`config.mk`:
```
export PLATFORM = sky130hd
export DESIGN_NAME = yrbd_row_acc
export DESIGN_NICKNAME = d
export VERILOG_FILES = /design/src/rtl/yrbd_pkg.sv /design/src/rtl/yrbd_row_acc.sv
export SDC_FILE = /design/constraint.sdc
export NUM_CORES = 1
export LEC_CHECK = 0
export BUFFER_PORTS_ARGS = -buffer_cell sky130_fd_sc_hd__buf_2
export CAP_MARGIN = 30
export CORE_UTILIZATION = 47
export CTS_CLUSTER_SIZE = 25
export DETAILED_ROUTE_END_ITERATION = 6
export PLACE_DENSITY_LB_ADDON = 0.2
export SLEW_MARGIN = 0
export SYNTH_ARGS = -nofsm -noshare
export SYNTH_HDL_FRONTEND = slang
export SYNTH_SLANG_ARGS = --single-unit
```
`constraint.sdc`:
```
create_clock -name clk -period 8.3 [get_ports clk]
set_input_delay 0.83 -clock clk [delete_from_list [all_inputs] [get_ports clk]]
set_output_delay 0.83 -clock clk [all_outputs]
set_load 0.03 [all_outputs]
```
`src/rtl/yrbd_pkg.sv`:
```
`timescale 1ns / 1ps
// shared widths, register indexes, reset values and stage types of the row box decoder
package yrbd_pkg;

  localparam int MAX_ROW_LENGTH_DEF = 1024;

  localparam int VALUE_W     = 32;
  localparam int SCORE_W     = 31;
  localparam int CLS_W       = 3;
  localparam int PIX_W       = 12;
  localparam int FRAME_W     = 13;
  localparam int THR_W       = 17;
  localparam int PAD_W       = 12;
  localparam int SCALE_W     = 24;
  localparam int DIFF_W      = 35;
  localparam int PROD_W      = DIFF_W + SCALE_W + 1;
  localparam int CFG_IDX_W   = 3;
  localparam int CFG_DATA_W  = 24;
  localparam int OUT_TDATA_W = 88;

  localparam logic [CFG_IDX_W-1:0] REG_SCORE_THRESHOLD = 3'd0;
  localparam logic [CFG_IDX_W-1:0] REG_PAD_LEFT        = 3'd1;
  localparam logic [CFG_IDX_W-1:0] REG_PAD_TOP         = 3'd2;
  localparam logic [CFG_IDX_W-1:0] REG_INVERSE_SCALE   = 3'd3;
  localparam logic [CFG_IDX_W-1:0] REG_FRAME_WIDTH     = 3'd4;
  localparam logic [CFG_IDX_W-1:0] REG_FRAME_HEIGHT    = 3'd5;

  localparam logic [THR_W-1:0]   THRESHOLD_RST = 17'd16384;
  localparam logic [PAD_W-1:0]   PAD_RST       = 12'd0;
  localparam logic [SCALE_W-1:0] SCALE_RST     = 24'd65536;
  localparam logic [FRAME_W-1:0] FRAME_W_RST   = 13'd1920;
  localparam logic [FRAME_W-1:0] FRAME_H_RST   = 13'd1080;
  localparam logic [FRAME_W-1:0] FRAME_MAX     = 13'd4096;

  localparam logic [CLS_W-1:0] CLS_CAR   = 3'd2;
  localparam logic [CLS_W-1:0] CLS_MOTO  = 3'd3;
  localparam logic [CLS_W-1:0] CLS_BUS   = 3'd5;
  localparam logic [CLS_W-1:0] CLS_TRUCK = 3'd7;

  // finished row: box fields, winner and whether the row may still produce a box
  typedef struct packed {
    logic signed [VALUE_W-1:0] cx;
    logic signed [VALUE_W-1:0] cy;
    logic signed [VALUE_W-1:0] w;
    logic signed [VALUE_W-1:0] h;
    logic [SCORE_W-1:0]        score;
    logic [CLS_W-1:0]          cls;
    logic                      qualified;
  } row_t;

  // corners in twice-network units, pad removed
  typedef struct packed {
    logic signed [DIFF_W-1:0] dl;
    logic signed [DIFF_W-1:0] dt;
    logic signed [DIFF_W-1:0] dr;
    logic signed [DIFF_W-1:0] db;
    logic [SCORE_W-1:0]       score;
    logic [CLS_W-1:0]         cls;
  } corner_t;

  // clamped corners in frame pixels
  typedef struct packed {
    logic [PIX_W-1:0]   left;
    logic [PIX_W-1:0]   top;
    logic [PIX_W-1:0]   right;
    logic [PIX_W-1:0]   bottom;
    logic [SCORE_W-1:0] score;
    logic [CLS_W-1:0]   cls;
  } box_t;

  function automatic logic vehicle_class(input logic [15:0] idx);
    return (idx == 16'(CLS_CAR)) || (idx == 16'(CLS_MOTO)) ||
           (idx == 16'(CLS_BUS)) || (idx == 16'(CLS_TRUCK));
  endfunction

endpackage

```
`src/rtl/yrbd_row_acc.sv`:
```
`timescale 1ns / 1ps
// row accumulator: box fields, running argmax of the scores, finished-row register
module yrbd_row_acc import yrbd_pkg::*; #(
  parameter int MAX_ROW_LENGTH = MAX_ROW_LENGTH_DEF
) (
  input  logic               clk,
  input  logic               rst_n,
  input  logic               in_valid,
  output logic               in_ready,
  input  logic [VALUE_W-1:0] in_value,
  input  logic               in_last,
  output logic               row_valid,
  input  logic               row_ready,
  output row_t               row
);

  localparam int CW = $clog2(MAX_ROW_LENGTH + 1);
  localparam int IW = $clog2(MAX_ROW_LENGTH - 4);

  logic [CW-1:0]      cnt_r, cnt_nxt;
  logic [VALUE_W-1:0] cx_r, cx_nxt, cy_r, cy_nxt, w_r, w_nxt, h_r, h_nxt;
  logic [SCORE_W-1:0] best_r, best_nxt;
  logic [IW-1:0]      idx_r, idx_nxt;
  logic               found_r, found_nxt;
  logic               row_valid_r;
  row_t               row_r;
  logic               take, in_range, better;
  logic [CW-1:0]      pos_off;
  logic [15:0]        idx_wide;

  assign take     = in_valid && in_ready;
  assign in_ready = !row_valid_r || row_ready;
  assign in_range = cnt_r < CW'(MAX_ROW_LENGTH);
  assign pos_off  = cnt_r - CW'(4);
  assign better   = in_range && (cnt_r >= CW'(4)) &&
                    ($signed(in_value) > $signed({1'b0, best_r}));

  always_comb begin
    cnt_nxt   = in_range ? cnt_r + CW'(1) : cnt_r;
    cx_nxt    = (in_range && cnt_r == CW'(0)) ? in_value : cx_r;
    cy_nxt    = (in_range && cnt_r == CW'(1)) ? in_value : cy_r;
    w_nxt     = (in_range && cnt_r == CW'(2)) ? in_value : w_r;
    h_nxt     = (in_range && cnt_r == CW'(3)) ? in_value : h_r;
    best_nxt  = better ? in_value[SCORE_W-1:0] : best_r;
    idx_nxt   = better ? pos_off[IW-1:0] : idx_r;
    found_nxt = found_r || better;
  end

  assign idx_wide = 16'(idx_nxt);

  always_ff @(posedge clk) begin
    if (!rst_n) begin
      cnt_r       <= '0;
      best_r      <= '0;
      found_r     <= 1'b0;
      row_valid_r <= 1'b0;
    end else begin
      if (take) begin
        cnt_r   <= in_last ? '0 : cnt_nxt;
        best_r  <= in_last ? '0 : best_nxt;
        found_r <= in_last ? 1'b0 : found_nxt;
      end
      if (in_ready) begin
        row_valid_r <= take && in_last;
      end
    end
  end

  always_ff @(posedge clk) begin
    if (take) begin
      cx_r  <= cx_nxt;
      cy_r  <= cy_nxt;
      w_r   <= w_nxt;
      h_r   <= h_nxt;
      idx_r <= idx_nxt;
    end
    if (take && in_last) begin
      row_r.cx        <= cx_nxt;
      row_r.cy        <= cy_nxt;
      row_r.w         <= w_nxt;
      row_r.h         <= h_nxt;
      row_r.score     <= best_nxt;
      row_r.cls       <= idx_wide[CLS_W-1:0];
      row_r.qualified <= (cnt_nxt >= CW'(6)) && found_nxt && vehicle_class(idx_wide);
    end
  end

  assign row_valid = row_valid_r;
  assign row       = row_r;

endmodule

```
==> results of run 1 <==
[flip-flops by register name, summed over array words and instances, names as in the netlist]
name       count
cy_r          32
row          163
h_r           32
cnt_r         11
best_r        31
cx_r          32
row_valid      1
w_r           32
found_r        1
idx_r         10
[Yosys cell counts, drive strengths merged (3+ instances only)]
master,number
a21oi,28
a31oi,4
a32o,32
buf,24
clkbuf,22
dfxtp,44
edfxtp,301
ha,40
inv,43
mux2,133
nand2,27
nand2b,4
nand3,4
nand4,11
nor2,20
nor3,9
nor4,6
o21ai,80
or2,4
or3,3
xnor2,7
[logic make-up after synthesis]
group,after synthesis
flops,345
compound gates,167
mux,135
simple gates,105
buf+inv,89
fa+ha+maj,40
xor+xnor,8
[critical path: stages (launching register included)]
cell and delay [ps]:
dfxtp_1 420, inv_1 240, ha_1 180, nand3b_1 90
a41oi_1 340, a21bo_2 310, a311oi_4 280, or2_2 620
buf_4 510, mux2_1 360
[power by group]
part	total, W	switching, W	leakage (nW)	internal, W
combinational	0.000311	0.000212	2.24	0.0000993
clock	0.00163	0.000628	0.577	0.00100
sequential	0.00203	0.0000262	3.23	0.00201
[per-stage QoR]
step	hold WS (ps)	utilization [%]	area [um2]	instances	worst slack, ps
2_1_floorplan	442	-	14100	889	59.1
3_3_place_gp	447	53.0	15400	1435	3800
3_5_place_dp	454	53.2	15500	1438	3830
4_1_cts	468	57.3	16700	1499	4340
5_1_grt	477	57.4	16700	1500	4460
6_report	463	57.4	16700	1500	4690
[routing by layer]
| layer | up-vias | wire (um) |
|---|---|---|
| met1 | 4159 | 13500 |
| li1 | 3876 | - |
| met2 | 278 | 14300 |
| met3 | 35 | 1530 |
| met5 | - | 0 |
| met4 | 0 | 417 |
[cell type report]
| type | instances | area share, % |
|---|---|---|
| Clock buffer | 44 | 5.70 |
| Clock inverter | 17 | 1.40 |
| Inverter | 43 | 1.03 |
| Multi-Input combinational cell | 455 | 22.7 |
| Sequential cell | 345 | 59.4 |
| Tap cell | 384 | 2.88 |
| Timing Repair Buffer | 212 | 6.91 |
[worst paths after layout]
check / start / endpoint / slack, ps
setup / recovery: cnt_r[3]$_SDFFE_PN0P_ / row[4]$_DFFE_PP_ / 4690
hold / removal: best_r[18]$_SDFFE_PN0P_ / best_r[18]$_SDFFE_PN0P_ / 460
setup reg to reg: cnt_r[3]$_SDFFE_PN0P_ / row[4]$_DFFE_PP_ / 4690
hold reg to reg: best_r[18]$_SDFFE_PN0P_ / best_r[18]$_SDFFE_PN0P_ / 460
==> results.ini, run 1 <==
[run_status]
outcome = completed

[global_route]
antenna_found_initial = 0
grt_pass1_vias = 8040
grt_use_total_pct = 19.5
grt_pass1_wl_um = 46000
overflow = 0
top_usage_layer = met2
use_met3_pct = 3.07
grtUsageMet2_pct = 31.1
use_met1_pct = 28.1
grt_max_degree = 105

[yosys]
ys.flop_type = edfxtp_1
syn_nets = 966
syn_avg_cell_area_um2 = 15.8
netlist_area_mm2 = 0.0141
synth_compound_area_share_pct = 7.85
synthDistinctLibCells = 59
synthTopCellsByArea = edfxtp_1 (64%), mux2_2 (10%), dfxtp_1 (6.3%)
synthCells = 889
yosysTopAreaCell = edfxtp_1
ys_ff_latch = 345
ys_warn_count = 0
synthMuxAreaShare_pct = 10.8
synth_top_family_by_area = multiplexers
synth_top_area_share_pct = 64.3
ys_async_sr_fraction_pct = 0
synth_fa_ha_area_share_pct = 3.56
synth-edff-count = 301
synthXorXnorAreaFrac_pct = 0.499
yosys.area_share.simple_pct = 4.02
ys_seq_area_share_pct = 70.6

[detailed_routing]
drcViolationCount = 0
antenna_left = 0
num_vias = 8348
routed_wl_um = 29800
drt_first_pass_iters = 5
via_per_inst = 5.57
drt-initial-drc-count = 664
wl_per_cell_um = 19.8

[cells_and_area]
areaGrowthSynthToFinish_pct = 18.9
multi_input_area_mm2 = 0.00379
drive_gt1_share_pct = 35.8
n_fill_cell = 2313
nets = 1170
seq_area_mm2 = 0.00992
n_antenna_cell = 0
mostFrequentLayoutCells = edfxtp_1 (301), buf_2 (201), mux2_2 (125), o21ai_0 (48), dfxtp_1 (44)
final_common_cell = edfxtp_1

[sta]
slew_headroom_pct = 39.0
tns_ps = 0
fin_crit_ps = 3610
setup_viol = 0
final_hold_viol_count = 0
fin_skew_ps = 19.6
fmax_ghz = 0.277
finalCritPeriodShare_pct = 43.5
rsz0062_at_grt = false
worst_slew_pin_slew_ps = 912
finalMaxSlewViolations = 0

[power]
powerDensity_mw_per_mm2 = 238
power.leakage_nw = 6.05
power_w = 0.00397
ir_drop_mv = 0.124

[worst_setup_path]
crit_path_max_fanout = 40
critical_path.endpoint_type = flip-flop
critPathKind = reg2reg
critPathRequiredTime_ps = 8570
cp.arrival_ps = 3880
ff2ff_path_depth = 9
worstSetupStartpointType = flip-flop

[cts]
clock_sinks = 345
worstSkewPairLatency_ps = 510
post-cts-setup-buffers = 0
ctsResizeCount = 0
htree_levels = 2
cts_buffers = 36
holdBufCountCts = 0
clockBufferDepth = 3
cts_tree = built
cts_root_buf = clkbuf_16
path_clk_slew_ps = 60

[place]
dp_hpwl_um = 19000
routabilityCongestion = 0.808
placement.io_buffers = 201

[floorplanning]
die-area_mm2 = 0.0306
ioPinCount = 202
start_util_pct = 48.3
die_y_um = 175
core_mm2 = 0.0291
fp-row-count = 62
die_w_um = 175

[worst_hold_path]
hold_depth = 1
hold_path.class = reg2reg

[flow_run]
maxCapViolCount = 0

Power figures use the tool's default switching activity.
==> run 2, diff against run 1 <==
- ABC_AREA: not set -> 1
- clock period: 8.3 -> 3.4 ns (I/O delays scaled with it)
==> run 2 against run 1 <==
First-iteration DRC count decreased by 4.5%; cell count rose by 20%; fmax rose by 30%; clock-buffer cell count increased by 9; flip-flop and latch count is the same; area after synthesis about the same; sequential power up 150%; power up 140%; final area hardly changed; sequential share of layout area is essentially flat; critical endpoint is now best_r[13]$_SDFFE_PN0P_.
==> results.ini, run 2 <==
[cts]
post-cts-setup-buffers = 0
worstSkewPairLatency_ps = 510
path_clk_slew_ps = 60
htree_levels = 2
ctsResizeCount = 0
holdBufCountCts = 0
cts_tree = built
cts_buffers = 36
clockBufferDepth = 3
cts_root_buf = clkbuf_16
clock_sinks = 345

[power]
powerDensity_mw_per_mm2 = 574
p_int_w = 0.00738
pwr-share-comb_pct = 8.1
seqPwrFrac_pct = 51.9
power.leakage_nw = 6.57
pwr-share-clk_pct = 40.0
p_sw_share_pct = 23.1
power_w = 0.00959
ir_drop_mv = 0.473
p_switching_w = 0.00221

[detailed_routing]
routed_wl_um = 30600
wl_per_cell_um = 17.0
antenna_left = 0
drcViolationCount = 0
via_per_inst = 5.04
num_vias = 9045
drt-initial-drc-count = 634
drt_first_pass_iters = 5

[yosys]
ys_async_sr_fraction_pct = 0
ys_ff_latch = 345
synth_top_area_share_pct = 64.3
synth_most_common_cell = nand2_1
synthDistinctLibCells = 38
ys_seq_area_share_pct = 70.6
syn_avg_cell_area_um2 = 12.0
synth-edff-count = 301
yosysTopAreaCell = edfxtp_1
ys.flop_type = edfxtp_1
ys_warn_count = 0
synthTopCellsByArea = edfxtp_1 (64%), nand2_1 (8.3%), dfxtp_1 (6.3%)
netlist_area_mm2 = 0.0141
syn_nets = 1249
synthCells = 1172
synth_common_cells = nand2_1 (312), edfxtp_1 (301), o21ai_0 (135), inv_1 (108), a21oi_1 (50)

[floorplanning]
core_mm2 = 0.0291
die-area_mm2 = 0.0306
start_util_pct = 48.3
die_w_um = 175
fp-row-count = 62
ioPinCount = 202
die_y_um = 175

[sta]
slew_headroom_pct = 54.8
setup_viol = 0
rsz0062_at_grt = false
final_hold_viol_count = 0
setup_ws_ps = 626
worst_slew_pin_slew_ps = 673
finalMaxSlewViolations = 0
fin_skew_ps = 15.7
fin_crit_ps = 2770
whs_ps = 73.6
fmax_ghz = 0.360
finalCritPeriodShare_pct = 81.6

[worst_setup_path]
ff2ff_path_depth = 14
crit_path_max_fanout = 32
cp.arrival_ps = 3200
r2r_end = best_r[13]$_SDFFE_PN0P_
r2r_start = best_r[30]$_SDFFE_PN0P_
critPathKind = reg2reg
r2r_slack_ps = 630
critical_path.endpoint_type = flip-flop
crit_path_start = best_r[30]$_SDFFE_PN0P_
worstSetupStartpointType = flip-flop
critPathRequiredTime_ps = 3830

[place]
placement.io_buffers = 201
place_ws_ps = 507
routabilityCongestion = 0.860
dp_cells = 1729
dp_hpwl_um = 20000

[worst_hold_path]
hold_depth = 3
hold_start = rst_n
hold_path.class = in2reg
hold-path-endpoint = row_valid$_SDFFE_PN0N_

[cells_and_area]
n_fill_cell = 2413
drive_gt1_share_pct = 23.4
n_antenna_cell = 0
final_common_cell = nand2_1
largest_reg_flops = 163
nets = 1460
fin_cells = 1795
mostFrequentLayoutCells = nand2_1 (310), edfxtp_1 (301), buf_2 (201), o21ai_0 (135), inv_1 (105)
areaGrowthSynthToFinish_pct = 18.9

[global_route]
grt_use_total_pct = 20.1
grt_pass1_wl_um = 47900
antenna_found_initial = 1
overflow = 0
grt_max_degree = 74
grt_pass1_vias = 8537

[flow_run]
maxCapViolCount = 0

[run_status]
outcome = completed

run 2: cell families (layout without fill, tap and decap cells):
| logic type | Yosys count | in the layout | share of synthesized area (%) |
|---|---|---|---|
| AND/OR/NAND/NOR | 392 | 392 | 11.4 |
| AO/OA/AOI/OAI | 227 | 227 | 9.06 |
| buffers and inverters | 157 | 396 | 4.71 |
| adder cells (fa/ha/maj) | 40 | 40 | 3.56 |
| flip-flops | 345 | 345 | 70.6 |
| XOR/XNOR | 11 | 11 | 0.685 |
run 2: worst max path at each step:
| stage | end | slack (ps) | cells past startpoint |
|---|---|---|---|
| 3_3_place_gp | best_r[0]$_SDFFE_PN0P_ | 530 | 15 |
| 2_1_floorplan | row[0]$_DFFE_PP_ | -160 | 4 |
| 6_report | best_r[13]$_SDFFE_PN0P_ | 630 | 14 |
| 3_5_place_dp | best_r[13]$_SDFFE_PN0P_ | 510 | 15 |
| 5_1_grt | best_r[6]$_SDFFE_PN0P_ | 330 | 15 |
| 4_1_cts | best_r[13]$_SDFFE_PN0P_ | 570 | 15 |
run 2: per-stage QoR:
| stage | utilization [%] | instance area (um2) | setup TNS, ps |
|---|---|---|---|
| after floorplan | - | 14100 | -25820 |
| after global placement | 53.5 | 15600 | 0 |
| after detailed placement | 53.5 | 15600 | 0 |
| after CTS | 57.5 | 16700 | 0 |
| after global routing | 57.5 | 16700 | 0 |
| final | 57.5 | 16700 | 0 |
run 2: power groups by stage:
stage	Sequential (W)	Combinational [W]	Clock [W]
after global routing	0.00500	0.000857	0.00409
after CTS	0.00498	0.000786	0.00393
after detailed placement	0.00507	0.000782	0
final	0.00498	0.000777	0.00384
after floorplan	0.00526	0.000310	0
after global placement	0.00506	0.000769	0
run 2: cell type report:
type                            count  area (um2)  area share (%)
Tap cell                          384         480            2.87
Timing Repair Buffer              220        1210            7.24
Clock buffer                       53        1040            6.20
Sequential cell                   345        9920            59.4
Inverter                          110         417            2.49
Clock inverter                     13         126           0.756
Multi-Input combinational cell    670        3520            21.1
run 2: layer usage:
| layer | up-vias | track usage [%] | part of all wire (%) |
|---|---|---|---|
| met5 | - | 0 | 0.026 |
| met4 | 2 | 4.78 | 1.6 |
| met3 | 41 | 3.81 | 5.7 |
| met2 | 286 | 31.2 | 46 |
| met1 | 4260 | 29.4 | 47 |
| li1 | 4456 | - | - |
run 2: critical path, cell delays in order (launching register included):
cell and delay [ps]:
dfxtp_1 350, inv_1 60, ha_1 300, nand2_1 90, nand2_1 50, a31oi_1 220, nand2_1 90, a21oi_1 230
nand2_2 180, nand2_4 350, buf_4 360, nand2_1 110, o21ai_2 80, nand2_1 60, a21oi_1 140
