--- config.mk ---
export PLATFORM = sky130hd
export DESIGN_NAME = yrbd_emit
export DESIGN_NICKNAME = d
export VERILOG_FILES = /design/src/rtl/yrbd_pkg.sv /design/src/rtl/yrbd_emit.sv
export SDC_FILE = /design/constraint.sdc
export NUM_CORES = 1
export LEC_CHECK = 0
export ABC_AREA = 1
export BUFFER_PORTS_ARGS = -buffer_cell sky130_fd_sc_hd__buf_2
export CAP_MARGIN = 20
export CORE_ASPECT_RATIO = 0.75
export CORE_MARGIN = 5
export CORE_UTILIZATION = 52
export CTS_CLUSTER_SIZE = 24
export DETAILED_ROUTE_END_ITERATION = 8
export GPL_TIMING_DRIVEN = 0
export HOLD_SLACK_MARGIN = 0.06
export PLACE_DENSITY = 0.86
export SLEW_MARGIN = 20
export SYNTH_ARGS = -nofsm -noshare
export SYNTH_HDL_FRONTEND = slang
export SYNTH_SLANG_ARGS = --single-unit
--- constraint.sdc ---
create_clock -name clk -period 21.7 [get_ports clk]
set_clock_uncertainty 0.15 [all_clocks]
set_input_delay 4.34 -clock clk [delete_from_list [all_inputs] [get_ports clk]]
set_output_delay 4.34 -clock clk [all_outputs]
set_load 0.02 [all_outputs]
--- src/rtl/yrbd_pkg.sv ---
`timescale 1ns / 1ps
// shared widths, register indexes, reset values and stage types of the row box decoder
package yrbd_pkg;

  localparam int MAX_ROW_LENGTH_DEF = 1024;

  localparam int VALUE_W     = 32;
  localparam int SCORE_W     = 31;
  localparam int CLS_W       = 3;
  localparam int PIX_W       = 12;
  localparam int FRAME_W     = 13;
  localparam int THR_W       = 17;
  localparam int PAD_W       = 12;
  localparam int SCALE_W     = 24;
  localparam int DIFF_W      = 35;
  localparam int PROD_W      = DIFF_W + SCALE_W + 1;
  localparam int CFG_IDX_W   = 3;
  localparam int CFG_DATA_W  = 24;
  localparam int OUT_TDATA_W = 88;

  localparam logic [CFG_IDX_W-1:0] REG_SCORE_THRESHOLD = 3'd0;
  localparam logic [CFG_IDX_W-1:0] REG_PAD_LEFT        = 3'd1;
  localparam logic [CFG_IDX_W-1:0] REG_PAD_TOP         = 3'd2;
  localparam logic [CFG_IDX_W-1:0] REG_INVERSE_SCALE   = 3'd3;
  localparam logic [CFG_IDX_W-1:0] REG_FRAME_WIDTH     = 3'd4;
  localparam logic [CFG_IDX_W-1:0] REG_FRAME_HEIGHT    = 3'd5;

  localparam logic [THR_W-1:0]   THRESHOLD_RST = 17'd16384;
  localparam logic [PAD_W-1:0]   PAD_RST       = 12'd0;
  localparam logic [SCALE_W-1:0] SCALE_RST     = 24'd65536;
  localparam logic [FRAME_W-1:0] FRAME_W_RST   = 13'd1920;
  localparam logic [FRAME_W-1:0] FRAME_H_RST   = 13'd1080;
  localparam logic [FRAME_W-1:0] FRAME_MAX     = 13'd4096;

  localparam logic [CLS_W-1:0] CLS_CAR   = 3'd2;
  localparam logic [CLS_W-1:0] CLS_MOTO  = 3'd3;
  localparam logic [CLS_W-1:0] CLS_BUS   = 3'd5;
  localparam logic [CLS_W-1:0] CLS_TRUCK = 3'd7;

  // finished row: box fields, winner and whether the row may still produce a box
  typedef struct packed {
    logic signed [VALUE_W-1:0] cx;
    logic signed [VALUE_W-1:0] cy;
    logic signed [VALUE_W-1:0] w;
    logic signed [VALUE_W-1:0] h;
    logic [SCORE_W-1:0]        score;
    logic [CLS_W-1:0]          cls;
    logic                      qualified;
  } row_t;

  // corners in twice-network units, pad removed
  typedef struct packed {
    logic signed [DIFF_W-1:0] dl;
    logic signed [DIFF_W-1:0] dt;
    logic signed [DIFF_W-1:0] dr;
    logic signed [DIFF_W-1:0] db;
    logic [SCORE_W-1:0]       score;
    logic [CLS_W-1:0]         cls;
  } corner_t;

  // clamped corners in frame pixels
  typedef struct packed {
    logic [PIX_W-1:0]   left;
    logic [PIX_W-1:0]   top;
    logic [PIX_W-1:0]   right;
    logic [PIX_W-1:0]   bottom;
    logic [SCORE_W-1:0] score;
    logic [CLS_W-1:0]   cls;
  } box_t;

  function automatic logic vehicle_class(input logic [15:0] idx);
    return (idx == 16'(CLS_CAR)) || (idx == 16'(CLS_MOTO)) ||
           (idx == 16'(CLS_BUS)) || (idx == 16'(CLS_TRUCK));
  endfunction

endpackage

--- src/rtl/yrbd_emit.sv ---
`timescale 1ns / 1ps
// size check and result register
module yrbd_emit import yrbd_pkg::*; (
  input  logic                   clk,
  input  logic                   rst_n,
  input  logic                   box_valid,
  output logic                   box_ready,
  input  box_t                   box,
  output logic                   out_valid,
  input  logic                   out_ready,
  output logic [OUT_TDATA_W-1:0] out_data
);

  logic                   out_valid_r;
  logic [OUT_TDATA_W-1:0] out_data_r;
  logic [PIX_W:0]         bw, bh;
  logic                   keep;

  assign box_ready = !out_valid_r || out_ready;
  assign bw        = {1'b0, box.right} - {1'b0, box.left};
  assign bh        = {1'b0, box.bottom} - {1'b0, box.top};
  assign keep      = !bw[PIX_W] && (bw[PIX_W-1:0] > PIX_W'(1)) &&
                     !bh[PIX_W] && (bh[PIX_W-1:0] > PIX_W'(1));

  always_ff @(posedge clk) begin
    if (!rst_n) begin
      out_valid_r <= 1'b0;
    end else if (box_ready) begin
      out_valid_r <= box_valid && keep;
    end
  end

  always_ff @(posedge clk) begin
    if (box_ready && box_valid) begin
      out_data_r <= {6'b0, box.score, box.cls, bh[PIX_W-1:0], bw[PIX_W-1:0],
                     box.top, box.left};
    end
  end

  assign out_valid = out_valid_r;
  assign out_data  = out_data_r;

endmodule
==> results.json, run 1 <==
{
  "clockBufferDepth": 2,
  "drc": 0,
  "fill_cells": 624,
  "overflow": 0,
  "ys_warn_count": 0,
  "max-vdd-ir-drop_mv": 0.04082,
  "antenna_found_initial": 0,
  "cts_buffers": 9,
  "ioPinCount": 176,
  "die_area_um2": 9801,
  "rsz0062_at_grt": "no",
  "drt.antenna.violating_nets": 0,
  "fmax_ghz": 0.1074,
  "drv_cap": 0,
  "first_pass_iters": 4,
  "place_hpwl_mm": 8.151,
  "post_synth_inst_count": 409,
  "status": "complete, no violations",
  "drtIter0Drc": 204,
  "slew_viol_final": 0,
  "power_mw": 0.4107,
  "p_seq_frac": 0.473,
  "p_int_mw": 0.2918,
  "critPathRequiredTime_ns": 17.21,
  "synthesis.area_um2": 4110,
  "yosysSeqAreaShare": 0.6040,
  "fin_nets": 709,
  "power_frac_comb": 0.214,
  "crit_fanout": 2,
  "end_kind": "output port",
  "fin_crit_sh": 0.4290,
  "viasPerCell": 4.744,
  "post_cts_buffers": 0,
  "grtUsageTotal": 0.1972,
  "die_y_um": 87.00,
  "switchingPower_mw": 0.1189,
  "hold_start": "out_valid",
  "crit_path_start_kind": "input port",
  "initial_utilization": 0.5261,
  "syn_avg_cell_area_um2": 10.05,
  "die-width_um": 112.7,
  "cts_tree": "yes",
  "tightest_slew_ns": 0.7422,
  "clockRootBuffer": "clkbuf_8",
  "gp_congestion": 0.8825,
  "reg2reg_depth": 6,
  "pre_cts_ws_ns": 12.39,
  "p_leak_nw": 2.815,
  "rows": 28,
  "grt_pass1_vias": 3150,
  "wl_per_cell_um": 14.00,
  "grt_pass1_wl_mm": 15.11,
  "finalSetupTns_ns": 0,
  "setup_viol": 0,
  "grt_max_degree": 25,
  "io_buffer_count": 169,
  "htreeDepth": 3,
  "fin_ws_ns": 12.39,
  "hold_path_depth": 2,
  "power.share.clock": 0.313,
  "syn2layout_area_growth_pct": 32.15,
  "num_vias": 3354,
  "diodes": 0,
  "finalHoldViolations": 0,
  "path_class": "in2out",
  "hp-class": "reg2reg",
  "postCtsHoldBufs": 0,
  "min_delay_worst_endpoint": "out_valid",
  "wirelength_mm": 9.901,
  "clk_latency_ns": 0.34,
  "powerDensity_nw_per_um2": 75.62,
  "cts_sinks": 83,
  "ys_types": 24,
  "synth-seq-cells": 83,
  "final_layout_size_suffix_gt1_frac": 0.3339,
  "ctsResizeCount": 0,
  "r2r_start": "out_valid",
  "r2r_end": "out_valid",
  "clk_pin_slew_ns": 0.09,
  "rrSetupSlack_ns": 19.81,
  "hold_ws_ns": 0.4456,
  "worstPathArrival_ns": 4.82,
  "period_needed_ns": 9.309,
  "max_slew_margin": 0.5040,
  "fp.coreArea_um2": 7812,
  "power.share.switching": 0.2895
}
==> logic make-up (layout without fill, tap and decap cells) <==
family | after synthesis | after routing | synth area share
flops | 83 | 83 | 0.6040
buf+inv | 93 | 281 | 0.09041
xor+xnor | 5 | 5 | 0.01066
other cells | 1 | 6 | 0.0009124
simple gates | 184 | 184 | 0.1872
fa+ha+maj | 26 | 26 | 0.08280
compound gates | 17 | 17 | 0.02405
==> how the worst max path moves through the flow <==
stage,endpoint,startpoint,slack [ns]
2_1_floorplan,out_valid,out_ready,10.53
3_3_place_gp,out_valid,out_ready,8.14
3_5_place_dp,box_ready,out_ready,12.39
4_1_cts,box_ready,out_ready,12.39
5_1_grt,box_ready,out_ready,12.37
6_report,box_ready,out_ready,12.39
==> layer usage <==
layer,vias up,GRT usage,wire [µm]
met4,0,0.04476,86
li1,1689,-,-
met2,143,0.3280,4712
met1,1516,0.2675,4244
met5,-,0,0
met3,6,0.04444,858
==> power groups by stage <==
stage | clock network (mW) | registers, mW | logic, mW
floorplan | 0 | 0.216 | 0.0387
global placement | 0 | 0.200 | 0.0829
detailed placement | 0 | 0.198 | 0.0877
CTS | 0.131 | 0.195 | 0.0881
global route | 0.139 | 0.196 | 0.0970
finish | 0.128 | 0.194 | 0.0881
==> critical path, stage by stage <==
cell     delay [ns]
buf_2          0.10
inv_1          0.09
nand2_1        0.11
buf_2          0.18
==> cell usage in the layout (no fill, tap or decap) <==
master      count
inv_1          86
a21boi_4        1
bufinv_16       2
xor2_1          3
buf_4           6
conb_1          6
inv_2           1
fa_1            2
xnor2_1         2
buf_2         169
edfxtp_1       82
a21oi_1        11
nand4_1         8
a21oi_2         1
nor2_2          1
clkinvlp_4      1
nor2_1         27
o21bai_1        2
nand3b_1        1
nand2_1       111
inv_6           3
nand2_2         2
ha_1           24
nand3_1        33
clkbuf_8       10
o21ai_0         1
dfxtp_1         1
nand3_2         1
buf_16          3
a21o_1          1
==> cell usage after synthesis <==
master / number / area [µm²]
a21o_1: 1 / 7.510
nand2_1: 111 / 416.7
a21oi_1: 11 / 55.05
buf_4: 6 / 45.04
fa_1: 2 / 40.04
nand2_2: 2 / 12.51
xnor2_1: 2 / 17.52
nand3b_1: 1 / 7.510
a21oi_2: 1 / 8.760
a21boi_0: 1 / 7.510
xor2_1: 3 / 26.28
o21bai_1: 2 / 15.01
conb_1: 1 / 3.750
o21ai_0: 1 / 5.000
inv_1: 86 / 322.8
nand3_2: 1 / 10.01
nor2_2: 1 / 6.260
nor2_1: 27 / 101.4
inv_2: 1 / 3.750
nand4_1: 8 / 50.05
nand3_1: 33 / 165.2
dfxtp_1: 1 / 20.02
edfxtp_1: 82 / 2462
ha_1: 24 / 300.3
==> area by class of cell <==
class,count,area [µm²],area share
buffer,6,45.04,0.008293
clock buffer,10,137.6,0.02534
clock inverter,6,93.84,0.01728
inverter,87,326.6,0.06012
multi-input combinational,238,1286,0.2368
sequential,83,2482,0.4570
tap,105,131.4,0.02419
timing repair buffer,172,928.4,0.1709
==> stage by stage <==
step | instances | instance area, µm² | util
final | 707 | 5431 | 0.6952
after global routing | 707 | 5431 | 0.6952
after CTS | 707 | 5431 | 0.6952
after detailed placement | 691 | 5200 | 0.6656
after global placement | 688 | 5106 | 0.6536
after floorplan | 414 | 4129 | -
==> state kept, by name, indices dropped and copies added, names as in the netlist <==
signal,count
out_valid,1
out_data,82
Power figures use the tool's default switching activity.
==> inputs of run 2 (changes only) <==
--- a/config.mk
+++ b/config.mk
@@ -5,17 +5,17 @@
 export SDC_FILE = /design/constraint.sdc
 export NUM_CORES = 1
 export LEC_CHECK = 0
-export ABC_AREA = 1
+export ABC_AREA = 0
 export BUFFER_PORTS_ARGS = -buffer_cell sky130_fd_sc_hd__buf_2
 export CAP_MARGIN = 20
 export CORE_ASPECT_RATIO = 0.75
 export CORE_MARGIN = 5
-export CORE_UTILIZATION = 52
+export CORE_UTILIZATION = 46
 export CTS_CLUSTER_SIZE = 24
 export DETAILED_ROUTE_END_ITERATION = 8
 export GPL_TIMING_DRIVEN = 0
 export HOLD_SLACK_MARGIN = 0.06
-export PLACE_DENSITY = 0.86
+export PLACE_DENSITY = 0.8
 export SLEW_MARGIN = 20
 export SYNTH_ARGS = -nofsm -noshare
 export SYNTH_HDL_FRONTEND = slang
==> constraint.sdc (replaced) <==
create_clock -name clk -period 9.25 [get_ports clk]
set_clock_uncertainty 0.15 [all_clocks]
set_input_delay 1.85 -clock clk [delete_from_list [all_inputs] [get_ports clk]]
set_output_delay 1.85 -clock clk [all_outputs]
set_load 0.02 [all_outputs]
==> results.json, run 2 <==
{
  "io_buffer_count": 169,
  "met3WireLength_um": 794,
  "synth-seq-cells": 83,
  "synth-edff-count": 82,
  "netlist_top_cells_count": "edfxtp_1, inv_1, ha_1",
  "synth_adder_area_share": 0.09293,
  "htreeDepth": 3,
  "antenna_found_initial": 0,
  "synthFlopType": "edfxtp_1",
  "wirelength_mm": 8.261,
  "crit_path_start_kind": "input port",
  "end_kind": "flip-flop",
  "tightest_slew_ns": 0.5726,
  "final_cell_mix": "buf_2, edfxtp_1, inv_1",
  "synthesis.area_um2": 3662,
  "largest_reg_flops": 82,
  "wl_met2_mm": 4.069,
  "die_area_um2": 9865,
  "fin_crit_sh": 0.5159,
  "r2r_end": "out_valid",
  "drtIter0Drc": 61,
  "initial_utilization": 0.4688,
  "fin_cells": 545,
  "critPathCapture": "out_valid",
  "worstPathArrival_ns": 4.86,
  "post_synth_inst_count": 249,
  "finalSetupTns_ns": 0,
  "cts_tree": "yes",
  "num_vias": 2595,
  "syn2layout_area_growth_pct": 33.00,
  "max-vdd-ir-drop_mv": 0.1037,
  "diodes": 0,
  "wl_per_cell_um": 15.16,
  "fin_nets": 547,
  "synthXorXnorAreaFrac": 0.04544,
  "gp_congestion": 0.8313,
  "powerDensity_nw_per_um2": 180.0,
  "met1_length_mm": 3.284,
  "synth_async_sr_flop_share": 0,
  "slew_viol_final": 0,
  "first_pass_iters": 4,
  "post_cts_buffers": 0,
  "fp.coreArea_um2": 7812,
  "overflow": 0,
  "grt_max_degree": 62,
  "layout_commonest_cell": "buf_2",
  "p_leak_nw": 2.253,
  "clockRootBuffer": "clkbuf_8",
  "place_inst": 529,
  "grt_pass1_vias": 2579,
  "clk_pin_slew_ns": 0.08,
  "reg2reg_depth": 7,
  "max_slew_margin": 0.6132,
  "cts_sinks": 83,
  "status": "complete, no violations",
  "drc": 0,
  "ioPinCount": 176,
  "cts_buffers": 9,
  "place_hpwl_mm": 6.661,
  "setup_viol": 0,
  "syn_avg_cell_area_um2": 14.71,
  "yosysSeqAreaShare": 0.6778,
  "routed.top_layer": "met4",
  "final_layout_size_suffix_gt1_frac": 0.4455,
  "r2r_start": "out_valid",
  "ys_types": 40,
  "synth.most_common_cell": "edfxtp_1",
  "rows": 28,
  "critPathRequiredTime_ns": 9.34,
  "viasPerCell": 4.761,
  "rsz0062_at_grt": "no",
  "drt.antenna.violating_nets": 0,
  "crit_fanout": 2,
  "grtUsageTotal": 0.1639,
  "clk_latency_ns": 0.35,
  "grt_pass1_wl_mm": 12.36,
  "path_class": "in2reg",
  "synth_top_family_by_area": "adder cells",
  "yosys.area_share.simple": 0.06320,
  "synth_top_cell_by_area": "edfxtp_1",
  "ctsResizeCount": 0,
  "synth_compound_gate_area_share": 0.07345,
  "hold_ws_ns": 0.7122,
  "hp-class": "reg2reg",
  "period_needed_ns": 4.773,
  "ys_top_cells_by_area": "edfxtp_1, ha_1, inv_1",
  "finalHoldViolations": 0,
  "die_y_um": 87.28,
  "rrSetupSlack_ns": 6.73,
  "postCtsHoldBufs": 0,
  "die-width_um": 113.0,
  "muxShareOfSynthArea": 0,
  "crit_start": "box[34]",
  "ys_warn_count": 0,
  "drv_cap": 0,
  "clockBufferDepth": 2,
  "fmax_ghz": 0.2095,
  "netlist.area_leader.share": 0.6724
}
[run 2: per-stage QoR]
step	utilization	power, mW	area [µm²]	setup WS [ns]
finish	0.6235	0.8770	4871	4.478
global route	0.6235	0.9229	4871	4.376
CTS	0.6235	0.8888	4871	4.504
detailed placement	0.6001	0.6452	4688	4.140
global placement	0.5963	0.6396	4658	3.373
floorplan	-	0.5801	3681	4.230
[run 2: cell families (layout without fill, tap and decap cells)]
kind of cell             Yosys count  in the layout
AO/OA/AOI/OAI                     38             38
XOR/XNOR                          19             19
adder cells (fa/ha/maj)           26             26
buffers and inverters             39            225
flip-flops                        83             83
other                              1              6
AND/OR/NAND/NOR                   43             43
[run 2: area by class of cell]
cell class / instances / area, µm²
Timing Repair Buffer: 170 / 873.3
Sequential cell: 83 / 2482
Tap cell: 105 / 131.4
Clock inverter: 7 / 58.81
Inverter: 33 / 123.9
Multi-Input combinational cell: 132 / 1032
Clock buffer: 9 / 123.9
Fill cell: 626 / 2942
Buffer: 6 / 45.04
[run 2: report_power, final]
part	leakage, nW	switching [mW]	internal [mW]
clock	0.0925	0.139	0.102
combinational	1.35	0.109	0.0682
sequential	0.809	0.00626	0.451
[run 2: worst max-delay path, stage by stage]
cell	delay, ns
buf_2	0.10
inv_1	0.05
ha_1	0.17
inv_1	0.06
fa_1	0.40
a21oi_1	0.26
o211ai_1	0.16
o41ai_1	0.50
o21bai_1	0.12
a21o_1	0.22
xor2_1	0.16
or4_1	0.52
o311a_1	0.30
[run 2: worst min-delay path by stage]
stage,start,to,slack [ns],cells after the start
floorplan,out_valid,out_valid,0.80,4
CTS,out_valid,out_valid,0.73,4
global placement,out_valid,out_valid,0.72,4
finish,out_valid,out_valid,0.71,4
global route,out_valid,out_valid,0.78,4
detailed placement,out_valid,out_valid,0.72,4
[run 2: metal layers]
metal	vias to the layer above	track usage
met4	0	0.04148
met3	12	0.06042
li1	1283	-
met1	1187	0.1938
met2	113	0.2860
met5	-	0
==> inputs of run 3 (changes only) <==
--- a/config.mk
+++ b/config.mk
@@ -5,12 +5,12 @@
 export SDC_FILE = /design/constraint.sdc
 export NUM_CORES = 1
 export LEC_CHECK = 0
-export ABC_AREA = 0
+export ABC_AREA = 1
 export BUFFER_PORTS_ARGS = -buffer_cell sky130_fd_sc_hd__buf_2
 export CAP_MARGIN = 20
 export CORE_ASPECT_RATIO = 0.75
 export CORE_MARGIN = 5
-export CORE_UTILIZATION = 46
+export CORE_UTILIZATION = 48
 export CTS_CLUSTER_SIZE = 24
 export DETAILED_ROUTE_END_ITERATION = 8
 export GPL_TIMING_DRIVEN = 0
==> constraint.sdc (replaced) <==
create_clock -name clk -period 4.8 [get_ports clk]
set_clock_uncertainty 0.15 [all_clocks]
set_input_delay 0.96 -clock clk [delete_from_list [all_inputs] [get_ports clk]]
set_output_delay 0.96 -clock clk [all_outputs]
set_load 0.02 [all_outputs]
==> results.json, run 3 (same netlist as run 1, synthesis figures left out) <==
{
  "postPlaceCellArea_um2": 5204,
  "max-vdd-ir-drop_mv": 0.2578,
  "post_cts_buffers": 0,
  "gp_congestion": 0.8694,
  "clk_pin_slew_ns": 0.06,
  "htreeDepth": 3,
  "reg2reg_depth": 6,
  "ioPinCount": 176,
  "max_slew_margin": 0.4844,
  "grt_pass1_wl_mm": 15.37,
  "fill_cells": 709,
  "cts_tree": "yes",
  "rsz0062_at_grt": "no",
  "hold_ws_ns": 0.4066,
  "largest_reg_flops": 82,
  "critPathSlowestCell": "fa_1",
  "final_cell_mix": "buf_2, nand2_1, inv_1",
  "clk_latency_ns": 0.33,
  "num_vias": 3359,
  "final_layout_size_suffix_gt1_frac": 0.3322,
  "syn2layout_area_growth_pct": 33.79,
  "fmax_ghz": 0.3512,
  "status": "complete, no violations",
  "grt_pass1_vias": 3141,
  "tightest_slew_ns": 0.7715,
  "clockBufferDepth": 2,
  "critPathRequiredTime_ns": 4.87,
  "drc": 0,
  "crit_path_start_kind": "input port",
  "clockRootBuffer": "clkbuf_16",
  "period_needed_ns": 2.847,
  "diodes": 0,
  "worstPathArrival_ns": 2.92,
  "viasPerCell": 4.731,
  "fin_area_um2": 5499,
  "drv_cap": 0,
  "die_area_um2": 10530,
  "critPathMaxStageDelay_ns": 0.45,
  "end_kind": "flip-flop",
  "grtUsageTotal": 0.1864,
  "place_hpwl_mm": 8.288,
  "drtIter0Drc": 248,
  "fp.coreArea_um2": 8418,
  "first_pass_iters": 4,
  "fin_crit_sh": 0.5932,
  "initial_utilization": 0.4883,
  "slew_viol_final": 0,
  "antenna_found_initial": 0,
  "wl_per_cell_um": 14.21,
  "die-width_um": 116.9,
  "fin_nets": 709,
  "cts_buffers": 9,
  "finalSetupTns_ns": 0,
  "wirelength_mm": 10.09,
  "rows": 29,
  "drt.antenna.violating_nets": 0,
  "die_y_um": 90.14,
  "ctsResizeCount": 0,
  "hp-class": "reg2reg",
  "overflow": 0,
  "finalHoldViolations": 0,
  "grt_max_degree": 25,
  "crit_path_cell_trace": "buf_2 > inv_1 > ha_1 > inv_1 > fa_1 > nand2_1 > nand2_1 > nand3_1 > nand2_1 > nand2_1 > nand2_1 > nor2_1 > nand3_1 > nor2_1 > nor2_1 > nand3_1 > a21oi_2",
  "setup_viol": 0,
  "powerDensity_nw_per_um2": 356.4,
  "hold_path_depth": 2,
  "layout_commonest_cell": "buf_2",
  "cts_sinks": 83,
  "crit_fanout": 4,
  "final_util": 0.6532,
  "io_buffer_count": 169,
  "crit_path_frequent_cell": "nand2_1",
  "path_class": "in2reg",
  "postCtsHoldBufs": 0,
  "p_leak_nw": 2.848
}
run 3: metrics by stage:
| step | setup slack [ns] | instances | total power [mW] |
|---|---|---|---|
| floorplan | 0.7554 | 414 | 1.146 |
| global placement | -0.3520 | 691 | 1.274 |
| detailed placement | 1.605 | 694 | 1.295 |
| CTS | 1.954 | 710 | 1.981 |
| global route | 1.728 | 710 | 2.057 |
| finish | 1.953 | 710 | 1.960 |
run 3: metal layers:
layer	vias up	routed length (µm)	global-route usage	share of wire
met5	-	0	0	0
met4	0	120	0.05635	0.012
met3	15	941	0.04497	0.093
met2	136	4770	0.2959	0.47
met1	1511	4258	0.2527	0.42
li1	1697	-	-	-
run 3: worst max-delay path, delay by kind of cell:
family          cells  cell delay [ns]
compound gates      1             0.07
buf+inv             3             0.25
simple gates       11             1.01
fa+ha+maj           2             0.62
run 3: layout make-up:
class                           instances  area (µm²)  area share
Sequential cell                        83        2482      0.4514
Multi-Input combinational cell        238        1286      0.2339
Timing Repair Buffer                  172       928.4      0.1688
Inverter                               87       326.6     0.05939
Clock buffer                           10       229.0     0.04164
Tap cell                              108       135.1     0.02457
Clock inverter                          6       66.31     0.01206
Buffer                                  6       45.04    0.008191
run 3: report_power, final:
group | total [mW] | switching, mW | leakage, nW | internal (mW)
Clock | 0.681 | 0.276 | 0.147 | 0.405
Sequential | 0.879 | 0.0122 | 0.808 | 0.867
Combinational | 0.400 | 0.259 | 1.89 | 0.140
Total | 1.96 | 0.547 | 2.85 | 1.41
run 3: path summary, 6_finish.rpt:
path | start | slack [ns] | to
min | out_valid | 0.41 | out_valid
min reg2reg | out_valid | 0.41 | out_valid
max reg2reg | out_valid | 2.86 | out_valid
max | box[46] | 1.95 | out_valid
